File: src/design/stq_pkg.sv
// Package for the smallest-three quaternion quantizer.
// Holds the fixed-point constants and pipeline depths; no dependencies.
package stq_pkg;

    // Width of a scale factor and of its split for the partial products
    localparam int STQ_KW    = 41;
    localparam int STQ_KLO_W = 20;
    localparam int STQ_KHI_W = STQ_KW - STQ_KLO_W;

    // Width of a component after negation (holds +32768)
    localparam int STQ_GW = 17;

    // Quotient bits produced by the divider; 1024 is the saturation value
    localparam int STQ_QB = 11;
    localparam logic [STQ_QB-1:0] STQ_QMAX = 11'd1024;

    // Divider stages (two quotient bits per stage) and lane latency
    localparam int STQ_DIV_STAGES = (STQ_QB + 1) / 2;
    localparam int STQ_LANE_LAT   = STQ_DIV_STAGES + 3;

    // Limits and scale factors, 32 fraction bits
    localparam longint STQ_LIM_POS = 64'sd3025137217;
    localparam longint STQ_LIM_NEG = 64'sd3037000500;
    localparam logic [STQ_KW-1:0] STQ_SCALE = 41'd1557978296627;
    localparam logic [STQ_KW-1:0] STQ_KPOS  = 41'd1097353670758;
    localparam logic [STQ_KW-1:0] STQ_KNEG  = 41'd1101657018486;

endpackage

File: src/design/stq_lane.sv
// One quantizer lane: scale multiply, pipelined restoring divide, code mapping.
// Depends on stq_pkg.
module stq_lane
    import stq_pkg::*;
#(
    parameter int DIV_W = 17
)
(
    input  logic                     clk,
    input  logic signed [STQ_GW-1:0] g,
    input  logic [STQ_KW-1:0]        k,
    input  logic [DIV_W-1:0]         vmag,
    output logic [8:0]               code
);

    localparam int PW = ((58 > DIV_W + 31) ? 58 : DIV_W + 31) + 1;
    localparam int TW = PW - 32;
    localparam int CW = ((TW > DIV_W + STQ_QB) ? TW : DIV_W + STQ_QB) + 1;
    localparam int NS = STQ_DIV_STAGES;

    // Stage A: partial products
    logic [STQ_GW-1:0]              mag;
    logic [STQ_GW+STQ_KHI_W-1:0]    phi_a_reg;
    logic [STQ_GW+STQ_KLO_W-1:0]    plo_a_reg;
    logic [DIV_W-1:0]               vmag_a_reg;
    logic                           sgn_a_reg;

    assign mag = g[STQ_GW-1] ? STQ_GW'(-g) : STQ_GW'(g);

    always_ff @(posedge clk)
    begin
        phi_a_reg  <= (STQ_GW+STQ_KHI_W)'(mag) * (STQ_GW+STQ_KHI_W)'(k[STQ_KW-1:STQ_KLO_W]);
        plo_a_reg  <= (STQ_GW+STQ_KLO_W)'(mag) * (STQ_GW+STQ_KLO_W)'(k[STQ_KLO_W-1:0]);
        vmag_a_reg <= vmag;
        sgn_a_reg  <= g[STQ_GW-1];
    end

    // Stage B: add rounding term, drop the 32 fraction bits
    logic [PW-1:0]    sum_b;
    logic [TW-1:0]    t_b_reg;
    logic [DIV_W-1:0] vmag_b_reg;
    logic             sgn_b_reg;

    assign sum_b = (PW'(phi_a_reg) << STQ_KLO_W) + PW'(plo_a_reg) + (PW'(vmag_a_reg) << 31);

    always_ff @(posedge clk)
    begin
        t_b_reg    <= sum_b[PW-1:32];
        vmag_b_reg <= vmag_a_reg;
        sgn_b_reg  <= sgn_a_reg;
    end

    // Divider stages: two quotient bits each
    logic [TW-1:0]     rem_reg  [NS];
    logic [STQ_QB-1:0] q_reg    [NS];
    logic              sat_reg  [NS];
    logic              sgn_reg  [NS];
    logic [DIV_W-1:0]  dv_reg   [NS];

    logic [TW-1:0]     rem_in   [NS];
    logic [STQ_QB-1:0] q_in     [NS];
    logic              sat_in   [NS];
    logic              sgn_in   [NS];
    logic [DIV_W-1:0]  dv_in    [NS];
    logic [TW-1:0]     rem_next [NS];
    logic [STQ_QB-1:0] q_next   [NS];

    genvar s;
    generate
        for (s = 0; s < NS; s++)
        begin : g_div
            if (s == 0)
            begin : g_first
                assign rem_in[s] = t_b_reg;
                assign q_in[s]   = '0;
                assign sat_in[s] = CW'(t_b_reg) >= (CW'(vmag_b_reg) << STQ_QB);
                assign sgn_in[s] = sgn_b_reg;
                assign dv_in[s]  = vmag_b_reg;
            end
            else
            begin : g_rest
                assign rem_in[s] = rem_reg[s-1];
                assign q_in[s]   = q_reg[s-1];
                assign sat_in[s] = sat_reg[s-1];
                assign sgn_in[s] = sgn_reg[s-1];
                assign dv_in[s]  = dv_reg[s-1];
            end

            always_comb
            begin
                int          j;
                logic [CW-1:0] d;
                rem_next[s] = rem_in[s];
                q_next[s]   = q_in[s];
                for (int i = 0; i < 2; i++)
                begin
                    j = STQ_QB - 1 - (2 * s + i);
                    d = CW'(dv_in[s]) << j;
                    if (j >= 0 && CW'(rem_next[s]) >= d)
                    begin
                        rem_next[s] = rem_next[s] - TW'(d);
                        q_next[s]   = q_next[s] | (STQ_QB'(1) << j);
                    end
                end
            end

            always_ff @(posedge clk)
            begin
                rem_reg[s] <= rem_next[s];
                q_reg[s]   <= q_next[s];
                sat_reg[s] <= sat_in[s];
                sgn_reg[s] <= sgn_in[s];
                dv_reg[s]  <= dv_in[s];
            end
        end
    endgenerate

    // Output stage: clamp, offset by 256, saturate to 9 bits
    logic [STQ_QB-1:0] q_c;
    logic [8:0]        code_next;
    logic [8:0]        code_reg;

    assign q_c = (sat_reg[NS-1] || q_reg[NS-1] > STQ_QMAX) ? STQ_QMAX : q_reg[NS-1];

    always_comb
    begin
        if (sgn_reg[NS-1])
            code_next = (q_c >= STQ_QB'(256)) ? 9'd0 : 9'(STQ_QB'(256) - q_c);
        else
            code_next = (q_c >= STQ_QB'(255)) ? 9'd511 : 9'(STQ_QB'(256) + q_c);
    end

    always_ff @(posedge clk)
    begin
        code_reg <= code_next;
    end

    assign code = code_reg;

endmodule

File: config.mk
export PLATFORM = sky130hd
export DESIGN_NAME = stq_lane
export DESIGN_NICKNAME = d
export VERILOG_FILES = /design/src/design/stq_pkg.sv /design/src/design/stq_lane.sv
export SDC_FILE = /design/constraint.sdc
export NUM_CORES = 2
export LEC_CHECK = 0
export ABC_AREA = 1
export BUFFER_PORTS_ARGS = -buffer_cell sky130_fd_sc_hd__buf_2
export CORE_ASPECT_RATIO = 1.25
export CORE_MARGIN = 4
export CORE_UTILIZATION = 45
export CTS_CLUSTER_SIZE = 12
export DETAILED_ROUTE_END_ITERATION = 6
export GPL_ROUTABILITY_DRIVEN = 1
export SYNTH_ARGS = -nofsm -noshare
export SYNTH_HDL_FRONTEND = slang
export SYNTH_SLANG_ARGS = --single-unit
File: constraint.sdc
create_clock -name clk -period 11.1 [get_ports clk]
set_input_delay 2.22 -clock clk [delete_from_list [all_inputs] [get_ports clk]]
set_output_delay 2.22 -clock clk [all_outputs]
set_load 0.02 [all_outputs]
**Yosys cells after proc, flatten, opt, wreduce, memory -nomap -nowiden**

Memories as Yosys holds them, arrays and structs flattened.
Cells that the tools add are included.

- Flip-flop bits (word level): 147
- Memory bits (writable): 342
- Input port bits: 76
- Word-level logic and storage cells: 74
- Memories: 5

- Add/subtract/negate cells: 16
- Multiply operators: 2
- $lt $le $gt $ge: 15
- Muxes and demuxes: 27
- Reductions and logical operators: 1

Memories:

| memory | words | width | rd ports | clocked after memory_dff | write ports | line | RTL |
|---|---|---|---|---|---|---|---|
| rem_reg | 6 | 27 | 5 | 0 | 6 | stq_lane.sv:54 | `logic [TW-1:0] rem_reg [NS];` |
| dv_reg | 6 | 17 | 5 | 0 | 6 | stq_lane.sv:58 | `logic [DIV_W-1:0] dv_reg [NS];` |
| q_reg | 6 | 11 | 6 | 0 | 6 | stq_lane.sv:55 | `logic [STQ_QB-1:0] q_reg [NS];` |
| sat_reg | 6 | 1 | 6 | 0 | 6 | stq_lane.sv:56 | `logic sat_reg [NS];` |
| sgn_reg | 6 | 1 | 6 | 0 | 6 | stq_lane.sv:57 | `logic sgn_reg [NS];` |

Operator list:

| operator | number |
|---|---|
| two-way mux 27 bit | 11 |
| adder 58 x 37 -> 59 bit | 1 |
| adder 59 x 48 -> 59 bit | 1 |
| multiplier 17 x 21 -> 38 bit | 1 |
| multiplier 17 x 20 -> 37 bit | 1 |
| two-way mux 9 bit | 4 |
| >= comparator 27 x 28 -> 1 bit | 1 |
| >= comparator 27 x 17 -> 1 bit | 1 |
| >= comparator 27 x 18 -> 1 bit | 1 |
| >= comparator 27 x 19 -> 1 bit | 1 |
| >= comparator 27 x 20 -> 1 bit | 1 |
| >= comparator 27 x 21 -> 1 bit | 1 |
| >= comparator 27 x 22 -> 1 bit | 1 |
| >= comparator 27 x 23 -> 1 bit | 1 |
| >= comparator 27 x 24 -> 1 bit | 1 |
| >= comparator 27 x 25 -> 1 bit | 1 |
| >= comparator 27 x 26 -> 1 bit | 1 |
| >= comparator 27 bit | 1 |
| subtractor 27 x 17 -> 27 bit | 1 |
| subtractor 27 x 18 -> 27 bit | 1 |
| subtractor 27 x 19 -> 27 bit | 1 |
| subtractor 27 x 20 -> 27 bit | 1 |
| subtractor 27 x 21 -> 27 bit | 1 |
| subtractor 27 x 22 -> 27 bit | 1 |
| other kinds (23) | 24 |

**Longest topological paths before layout**

An unclocked memory read counts as a cell.

- Depth after elaboration: 7
- Gate-level depth with buffers: 37
- Gate-level depth less buffers: 37

**Worst setup path after synthesis**

No wires, ideal clock.

- Kind: input to register
- Start: in g[0]
- End: reg plo_a_reg[35]
- Library setup time: 0.112 ns
- Arrival: 8.491 ns
- Path slack: 2.497 ns
- Stages: 35
- Cell sequence: inv_1 > ha_1 > nand2_1 > nor2_1 > nand2_1 > nor2_1 > nand2_1 > nor3_1 > nand3b_1 > nand2_1 > inv_2 > clkbuf_1 > nor2_1 > fa_1 > fa_1 > inv_1 > fa_1 > inv_1 > fa_1 > inv_1 > fa_1 > fa_1 > inv_1 > ha_1 > a21oi_1 > a21boi_0 > o21bai_1 > a21oi_1 > nand2_1 > nand2_1 > o211ai_1 > a21oi_1 > inv_1 > nand2_1 > nand2_1

- Cells in the longest elaborated chain, start to end: 3

Ends and longest elaborated chain:

| what | line | RTL |
|---|---|---|
| start: declaration | stq_lane.sv:10 | `input logic signed [STQ_GW-1:0] g,` |
| negation 17 bit | stq_lane.sv:28 | `assign mag = g[STQ_GW-1] ? STQ_GW'(-g) : STQ_GW'(g);` |
| two-way mux 17 bit (*) | stq_lane.sv:28 |  |
| multiplier 17 x 20 -> 37 bit (*) | stq_lane.sv:33 | `plo_a_reg <= (STQ_GW+STQ_KLO_W)'(mag) * (STQ_GW+STQ_KLO_W)'(k[STQ_KLO_W-1:0]);` |
| end signal: assignment | stq_lane.sv:33 |  |
| end: declaration | stq_lane.sv:24 | `logic [STQ_GW+STQ_KLO_W-1:0] plo_a_reg;` |

Mark *: on every way between the ends. The rest lies on a longest branch, timed or not.

**Worst setup path in the final report**

- Start: in g[0]
- End: reg plo_a_reg[36]

Same word-level chain as after synthesis.

==> results.env <==
WORSTSETUPENDPOINTTYPE='flip-flop'
LAYOUT_AREA_GROWTH_OVER_SYNTHESIS_PCT=6.45
WORSTMARGINPINSLEW_PS=1010
SYN_INST=6214
DRT_WL_CELL_UM=18.1
DRT-TOTAL-WL_MM=137
TNS_PS=0
FINAL.FILL_COUNT=10300
VIAS_IN_THE_FIRST_GLOBAL_ROUTE=40900
MET3_WIRELENGTH_MM=6.58
FINALWORSTPATHREQUIREDPERIOD_PS=9570
DETAILROUTE.VIA_COUNT=39700
CRIT_SLOWEST_CELL='inv_2'
SYNTH_SEQUENTIAL_AREA_RATIO_PCT=17.2
DRT_DRC_VIOLATIONS_LEFT=0
DIE_H_UM=368
IO_PINS=85
WIRELENGTH_MET1_MM=55.5
MAXUSEDROUTINGLAYER='met4'
MOST_NUMEROUS_CELL_TYPES_IN_THE_SYNTHESIZED_NETLIST='nand2_1 (1518), inv_1 (1175), fa_1 (567), nor2_1 (560), ha_1 (475)'
INSERTEDDIODECOUNT=0
FRACTION_OF_LAYOUT_CELLS_WITH_A_SIZE_SUFFIX_ABOVE_1_PCT=4.00
DATA_ARRIVAL_CRITICAL_PATH_PS=10040
MAX_FREQ_MHz=104
LAYOUT_WORST_PATH_CYCLE_SHARE_PCT=86.2
GRT_SETUP_UNREPAIRED='no'
GRT-OVFL-TOTAL=0
CTS_REPAIR_RESIZE_COUNT=0
CRITPATHLAUNCHTYPE='input pin'
TIMING_MAX_TRANSITION_VIOLATIONS_FINAL=0
DETAILEDROUTE.FIRSTITERATIONVIOLATIONS=2499
ROOT_BUFFER='clkbuf_16'
TIMING.SETUP.CRITICAL_PATH_CLASS='input pin to flip-flop'
COUNT_OF_FLIP_FLOPS_WITH_A_BUILT_IN_ENABLE_AFTER_SYNTHESIS=0
CLOCK_SINKS=400
CLK-INSERTION-DELAY-LATE_PS=610
CLOCK_PATH_BUFFERS=3
GRT_ANTENNA_BEFORE_REPAIR=1
CAP_VIOL_MAX_COUNT=0
STDCELL_COUNT=7585
SYNTHDOMINANTAREACELLTYPE='fa_1'
TIMING.CLOCK.SKEW_PS=51.9
PLACEMENT.IO_BUFFERS=84
FP.COREAREA_SQ_UM=102000
SYNTH_AREA_LEADERS='fa_1 (24%), dfxtp_1 (17%), ha_1 (13%), nand2_1 (12%), inv_1 (9.5%)'
CTS_TREE='yes'
CORE.ROWCOUNT=131
FLOORPLAN.DIE.WIDTH_UM=296
SYNTH-MAIN-FF-CELL='dfxtp_1'
GP_CONGESTION=0.939
YOSYS.CELL_COUNT.TOP_TYPE='nand2_1'
SYNTH.CELL_AREA_SQ_UM=46500
WORSTPATHREQUIRED_PS=11560
YOSYS_WARNINGS=0
SYNTHARSTFLOPSHARE_PCT=0
SYNTH_TOP_AREA_SHARE_PCT=24.4
SETUP_VIOL=0
CLKTRANSATPATHREGS_PS=70
POST-PLACE-CELLS=7518
ROUTED_VIA_DENSITY=5.23
FP.DIEAREA_SQ_UM=109000
GRT_START_MAX_NET_PINS=34
FIN_NETS=7350
CPPEAKSTAGEDELAY_PS=700
H-TREE-DEPTH=2
FINAL_CELL_AREA_SQ_UM=49500
TOTAL_NETS_AFTER_SYNTHESIS=7332
YS_SEQ_ELEMENTS=400
FINAL-HOLD-VIOLATION-COUNT=0
SLEW_HEADROOM_PCT=32.2
ANTENNA_LEFT=0
ROUTE.MET2.WL_MM=68.8
WORSTHOLDPATHTYPE='flip-flop to flip-flop'
GRT_USE_TOTAL_PCT=25.4
CTS_POST_SETUP_BUFFERS_INSERTED=0
TIMING.CRITICAL_PATH.FANOUT_MAX=25
DRT-PASS1-ITER-COUNT=6
CTS_HOLD_REPAIR.BUFFERS=0
LARGEST_REGISTER_FF_COUNT=135
SUM_OF_NET_HALF_PERIMETERS_AFTER_DETAILED_PLACEMENT_MM=115
FLOORPLAN.INITIALDENSITY_PCT=45.4
SYNTHDISTINCTLIBCELLS=55
POST_SYNTH.CELL_AREA_AVG_SQ_UM=7.49
GRT_PASS1_WL_MM=219
CTS_INSERTED_BUFFERS=42
STATUS='finished, final reports clean'
PLACED_AREA_SQ_UM=48200
## cell families (layout without fill, tap and decap cells)
group / after synthesis / count (layout) / synth area share (%)
AND/OR/NAND/NOR: 2502 / 2502 / 22.1
adder cells (fa/ha/maj): 1042 / 1042 / 37.2
buffers and inverters: 1343 / 1384 / 11.0
flip-flops: 400 / 400 / 17.2
AO/OA/AOI/OAI: 705 / 705 / 8.38
XOR/XNOR: 222 / 222 / 4.18
## worst paths after layout
kind / startpoint / end / slack (ps) / cells past startpoint
max: g[0] / plo_a_reg[36]$_DFF_P_ / 1530 / 32
max reg2reg: dv_reg[2][4]$_DFF_P_ / rem_reg[3][24]$_DFF_P_ / 4910 / 23
min reg2reg: sat_reg[1]$_DFF_P_ / sat_reg[2]$_DFF_P_ / 320 / 0
min: sat_reg[1]$_DFF_P_ / sat_reg[2]$_DFF_P_ / 320 / 0
## per-stage QoR
step	util, %	hold WS, ps	worst slack [ps]
global route	48.4	330	933
finish	48.4	316	1530
detailed placement	47.1	312	935
floorplan	-	310	2500
global placement	47.1	311	1100
CTS	48.4	319	1540
## cell usage in the layout, fill, tap and decap left out, types with 16 or more instances in the layout
| cell type | synthesis | layout |
|---|---|---|
| nand3_1 | 199 | 199 |
| xor2_1 | 140 | 140 |
| o21bai_1 | 27 | 27 |
| fa_1 | 567 | 567 |
| nor2_1 | 560 | 560 |
| nor4_1 | 25 | 25 |
| inv_1 | 1175 | 1174 |
| o21a_1 | 21 | 21 |
| ha_1 | 475 | 475 |
| nand2_1 | 1518 | 1518 |
| dfxtp_1 | 400 | 400 |
| xnor2_1 | 82 | 82 |
| a21oi_1 | 337 | 337 |
| a21o_1 | 25 | 25 |
| nor3_1 | 42 | 42 |
| nand4_1 | 90 | 90 |
| buf_2 | 16 | 84 |
| a31oi_1 | 16 | 16 |
| o21ai_0 | 213 | 213 |
| buf_4 | 7 | 27 |
| clkbuf_16 | 0 | 42 |
| inv_2 | 26 | 26 |
## final cells by class
class,count,area (sq um),area share [%]
clock buffers,59,1190,2.41
multi-input cells,4471,33400,67.4
well taps,1330,1660,3.36
flip-flops and latches,400,8010,16.2
repair buffers,111,623,1.26
clock inverters,8,109,0.220
inverters,1206,4530,9.14
## metal layers
| layer | vias to the layer above | GRT usage [%] |
|---|---|---|
| met2 | 1110 | 46.0 |
| met1 | 19100 | 30.8 |
| met4 | 0 | 9.72 |
| met5 | - | 0 |
| li1 | 19300 | - |
| met3 | 281 | 2.69 |
## worst max-delay path, delay by kind of cell
kind | cells | cell delay [ps]
buffers and inverters | 8 | 1380
AOI/OAI and AO/OA | 1 | 480
and+or+nand+nor | 16 | 2450
adders and majority gates | 7 | 3480
Power is left out: the tool's default activity adds up to more than one toggle a clock period on the data nets, which glitch-free logic cannot reach.
